`config.mk`:
```
export PLATFORM = sky130hd
export DESIGN_NAME = tlic_ram
export DESIGN_NICKNAME = d
export VERILOG_FILES = /design/src/sv/tlic_ram.sv
export SDC_FILE = /design/constraint.sdc
export NUM_CORES = 1
export LEC_CHECK = 0
export BUFFER_PORTS_ARGS = -buffer_cell sky130_fd_sc_hd__buf_2
export CELL_PAD_IN_SITES_DETAIL_PLACEMENT = 0
export CELL_PAD_IN_SITES_GLOBAL_PLACEMENT = 1
export CORE_UTILIZATION = 43
export CTS_CLUSTER_DIAMETER = 200
export DETAILED_ROUTE_END_ITERATION = 16
export MAX_ROUTING_LAYER = met4
export PLACE_DENSITY_LB_ADDON = 0.3
export SLEW_MARGIN = 20
export SYNTH_ARGS = -nofsm -noshare
export SYNTH_HDL_FRONTEND = slang
export SYNTH_SLANG_ARGS = --single-unit
export TNS_END_PERCENT = 5
```
`constraint.sdc`:
```
create_clock -name clock -period 2.1 [get_ports clock]
set_clock_uncertainty 0.15 [all_clocks]
set_input_delay 0.105 -clock clock [delete_from_list [all_inputs] [get_ports clock]]
set_output_delay 0.105 -clock clock [all_outputs]
set_load 0.005 [all_outputs]
```
`src/sv/tlic_ram.sv`:
```
// tlic_ram: generic single-write, single-read ram with registered read data
// no dependencies
module tlic_ram #(
   parameter int DEPTH = 16,
   parameter int WIDTH = 8
) (
   input  logic                     clock,
   input  logic                     wr_en,
   input  logic [$clog2(DEPTH)-1:0] wr_addr,
   input  logic [WIDTH-1:0]         wr_data,
   input  logic [$clog2(DEPTH)-1:0] rd_addr,
   output logic [WIDTH-1:0]         rd_data
);

   logic [WIDTH-1:0] mem [DEPTH];

   always_ff @(posedge clock) begin
      if (wr_en) begin
         mem[wr_addr] <= wr_data;
      end
      rd_data <= mem[rd_addr];
   end

endmodule

```
# Yosys cells after proc, flatten, opt, wreduce, memory -nomap -nowiden
# Memory sizes are Yosys's and may differ from the RTL's. A register that Yosys moved wholly into a read port is not among the register bits.
# Cells that the tools add are included.
[classes]
mux = 2
[ops]
columns = ["op", "count"]
rows = [
  ["two-way mux 1 bit", 2],
]
[totals]
mem_bits_rw = 128
elab_cells = 3
reg_bits = 0
memories = 1
[mem_list]
columns = ["name", "words", "word_bits", "rd", "rd_ports_with_merged_regs", "wr", "line", "source"]
rows = [
  ["mem", 16, 8, 1, 1, 1, "15", "logic [WIDTH-1:0] mem [DEPTH];"],
]

# Logic depth before layout (Yosys ltp)
[logic_depth]
ltp_word = 2
ltp_mapped = 5
ltp_nobuf = 3

# Worst setup path after synthesis
# No wires, ideal clock.
[synth_timing]
path_type = "input port to flip-flop"
startpoint = "input port wr_addr[2]"
endpoint = "memory mem[0][0], enable pin"
path_stages = 2
setup_slack_ps = 352
setup_time_ps = 383
required_time_ps = 1567
arrival_ps = 1215
n_path_buf = 0
cell_sequence = "or3b_2 nor3_1"
[synth_lines]
columns = ["element", "line", "source"]
rows = [
  ["from (decl)", "9", "input logic [$clog2(DEPTH)-1:0] wr_addr,"],
  ["to (decl)", "15", ""],
]
# No word-level cell before the write port.

==> run summary <==
Largest net degree at the start of global routing: 18
Outcome: finished with violations
Final Max Slew Viols: 0
Initial Utilization: 0.4451
Violated checks: design-rule violations
Buffers on Ports: 25
Arrival @ worst endpoint: 1.64 ns
Total vias in the final route: 2420
Vias per cell: 5.390
Final std cells w/o fill: 449
Fin nets: 311
Most frequent cells in the layout: edfxtp_1 (128), buf_2 (25), buf_4 (20)
Netlist cell types: 19
Die width: 111.4 µm
Worst-Skew Late Latency: 0.40 ns
Layout cells sized above 1: 0.3072
Num ports: 26
First-pass GRT wire length: 14.97 mm
Met1 wire length: 4.325 mm
Power density over cell area: 1006 mW/mm²
DR top layer: met4
Clock tree root buffer cell: clkbuf_16
Post-synthesis sequential area ratio: 0.7778
Final ANT Viol Nets: 0
CTS max path bufs: 2
Die footprint: 0.01241 mm²
DRT Pass-1 Iters: 10
Routed wire length: 9.789 mm
RSZ-0062 raised after global routing: false
DP Cell Count: 409
Initial drt markers: 192
Final setup viols: 0
Number of global-route vias before repair: 2520
Min cycle time layout: 1.514 ns
Cell area after synthesis: 0.005147 mm²
Period Utilization, post-route: 0.7210
Critical Path RT: 2.23 ns
Max Clk Rate: 660.5 MHz
Met3 wire length: 619 µm
Layout Area Growth over Synthesis: 20.78%
Tot GR Track Use: 0.1779
Static Leak: 2.140 nW
Crit. End Element: flip-flop
Placed instance area: 0.005555 mm²
CP Launch Type: flip-flop
Max Cap Viol: 0
Worst vdd ir: 0.4512 mV
Max Fanout on Critical Path: 1
Post-Syn Nets: 247
Die Y: 111.4 µm
CTS sink cnt: 136
Maximum level of the CTS H-tree: 4
Sum Neg Setup Slack: 0 ns
# DRC: 4
Most common library cell in the layout ignoring fill and taps: edfxtp_1
Max_slew headroom: 0.7358
Worst Hold Class: in -> reg
Top cells by area, synth: edfxtp_1 (75%), mux4_2 (7.9%), mux4_1 (7.1%), dfxtp_1 (3.1%), a22oi_1 (2.3%)
N_diodes: 0
Clock-pin slew on the worst setup and hold paths: 0.05 ns
Fillers: 883
Floorplan row count: 39
Met2 routed WL: 4.687 mm
Yosys top cell by area: edfxtp_1
GPL Wtd Cong: 0.7417
Min Hold Slack: 0.08893 ns
Mean post-synth cell area: 22.48 µm²
Warnings, synthesis: 0
Area share of the largest cell type after synthesis: 0.7467
Final number of hold-violating endpoints: 0
CTS tree: done
GR Overflow Total: 0
Synthesis-stage register bit count: 136
Finished Cell Area: 0.006217 mm²
Mapped Cells: 229
Initial antenna violation count: 0
Core area: 0.01156 mm²
Util after Layout: 0.5376
Critical path class: reg -> reg
Dpl hpwl: 6.107 mm
DR WL/cell: 21.80 µm
Worst-margin pin slew: 0.3963 ns
CTS Buf Count: 17
-- report_power, final --
part	total [W]	switching, W	internal, W
Clock	0.00291	0.00102	0.00189
Sequential	0.00305	0.0000186	0.00304
Combinational	0.000292	0.000157	0.000135
-- routing by layer --
| metal | up-vias | track usage |
|---|---|---|
| li1 | 1099 | - |
| met1 | 1230 | 0.2411 |
| met2 | 82 | 0.2629 |
| met3 | 9 | 0.04083 |
| met4 | 0 | 0.07117 |
| met5 | - | - |
-- registers in the layout (all words and copies together), names as in the netlist --
signal / count
mem: 128
rd_data: 8
-- worst max-delay path, cell delays in order, from the launching register on --
cell	delay, ns
edfxtp_1	0.35
mux4_1	0.50
a22oi_1	0.29
nand2_1	0.10
-- synthesized netlist by cell type, drive strengths merged --
cell / number
and2: 1
edfxtp: 128
or3b: 1
a22oi: 16
nand2b: 2
dfxtp: 8
nand2: 9
buf: 7
nand3b: 2
nand3: 1
nor2b: 1
clkdlybuf4s25: 3
nor2: 13
and2b: 1
mux4: 32
nor3: 4
-- kinds of logic (layout without fill, tap and decap cells) --
logic type | count (synthesis) | after routing | share of synthesized area
buffers and inverters | 10 | 87 | 0.01677
flip-flops | 136 | 136 | 0.7778
multiplexers | 32 | 32 | 0.1502
AO/OA/AOI/OAI | 16 | 16 | 0.02334
AND/OR/NAND/NOR | 35 | 35 | 0.03184
-- what timing repair did --
item	CTS	global route
hold buffers	8	0
gates resized for setup	0	0
hold endpoints to repair	128	0
endpoints found under the setup margin	0	0
setup buffers	0	0
-- worst paths after layout --
kind,slack (ns),cells after the start,endpoint,start
min,0.09,4,rd_data[7]$_DFF_P_,rd_addr[1]
max,0.59,3,rd_data[5]$_DFF_P_,mem[1][5]$_DFFE_PP_
max reg2reg,0.59,3,rd_data[5]$_DFF_P_,mem[1][5]$_DFFE_PP_
min reg2reg,0.51,3,rd_data[0]$_DFF_P_,mem[12][0]$_DFFE_PP_
-- stage by stage --
stage,total power (W),worst slack [ns]
3_3_place_gp,0.003392,0.3736
4_1_cts,0.006307,0.5515
5_1_grt,0.006447,0.5089
2_1_floorplan,0.003259,0.3521
6_report,0.006256,0.5859
3_5_place_dp,0.003396,0.3899
-- cell type report --
class / instances / area, µm² / area share
Clock buffer: 22 / 454.2 / 0.07305
Multi-Input combinational cell: 83 / 1057 / 0.1701
Timing Repair Buffer: 55 / 395.4 / 0.06359
Sequential cell: 136 / 4004 / 0.6440
Tap cell: 143 / 178.9 / 0.02878
Clock inverter: 10 / 127.6 / 0.02053
No activity file was read; power rests on OpenSTA's default activity.
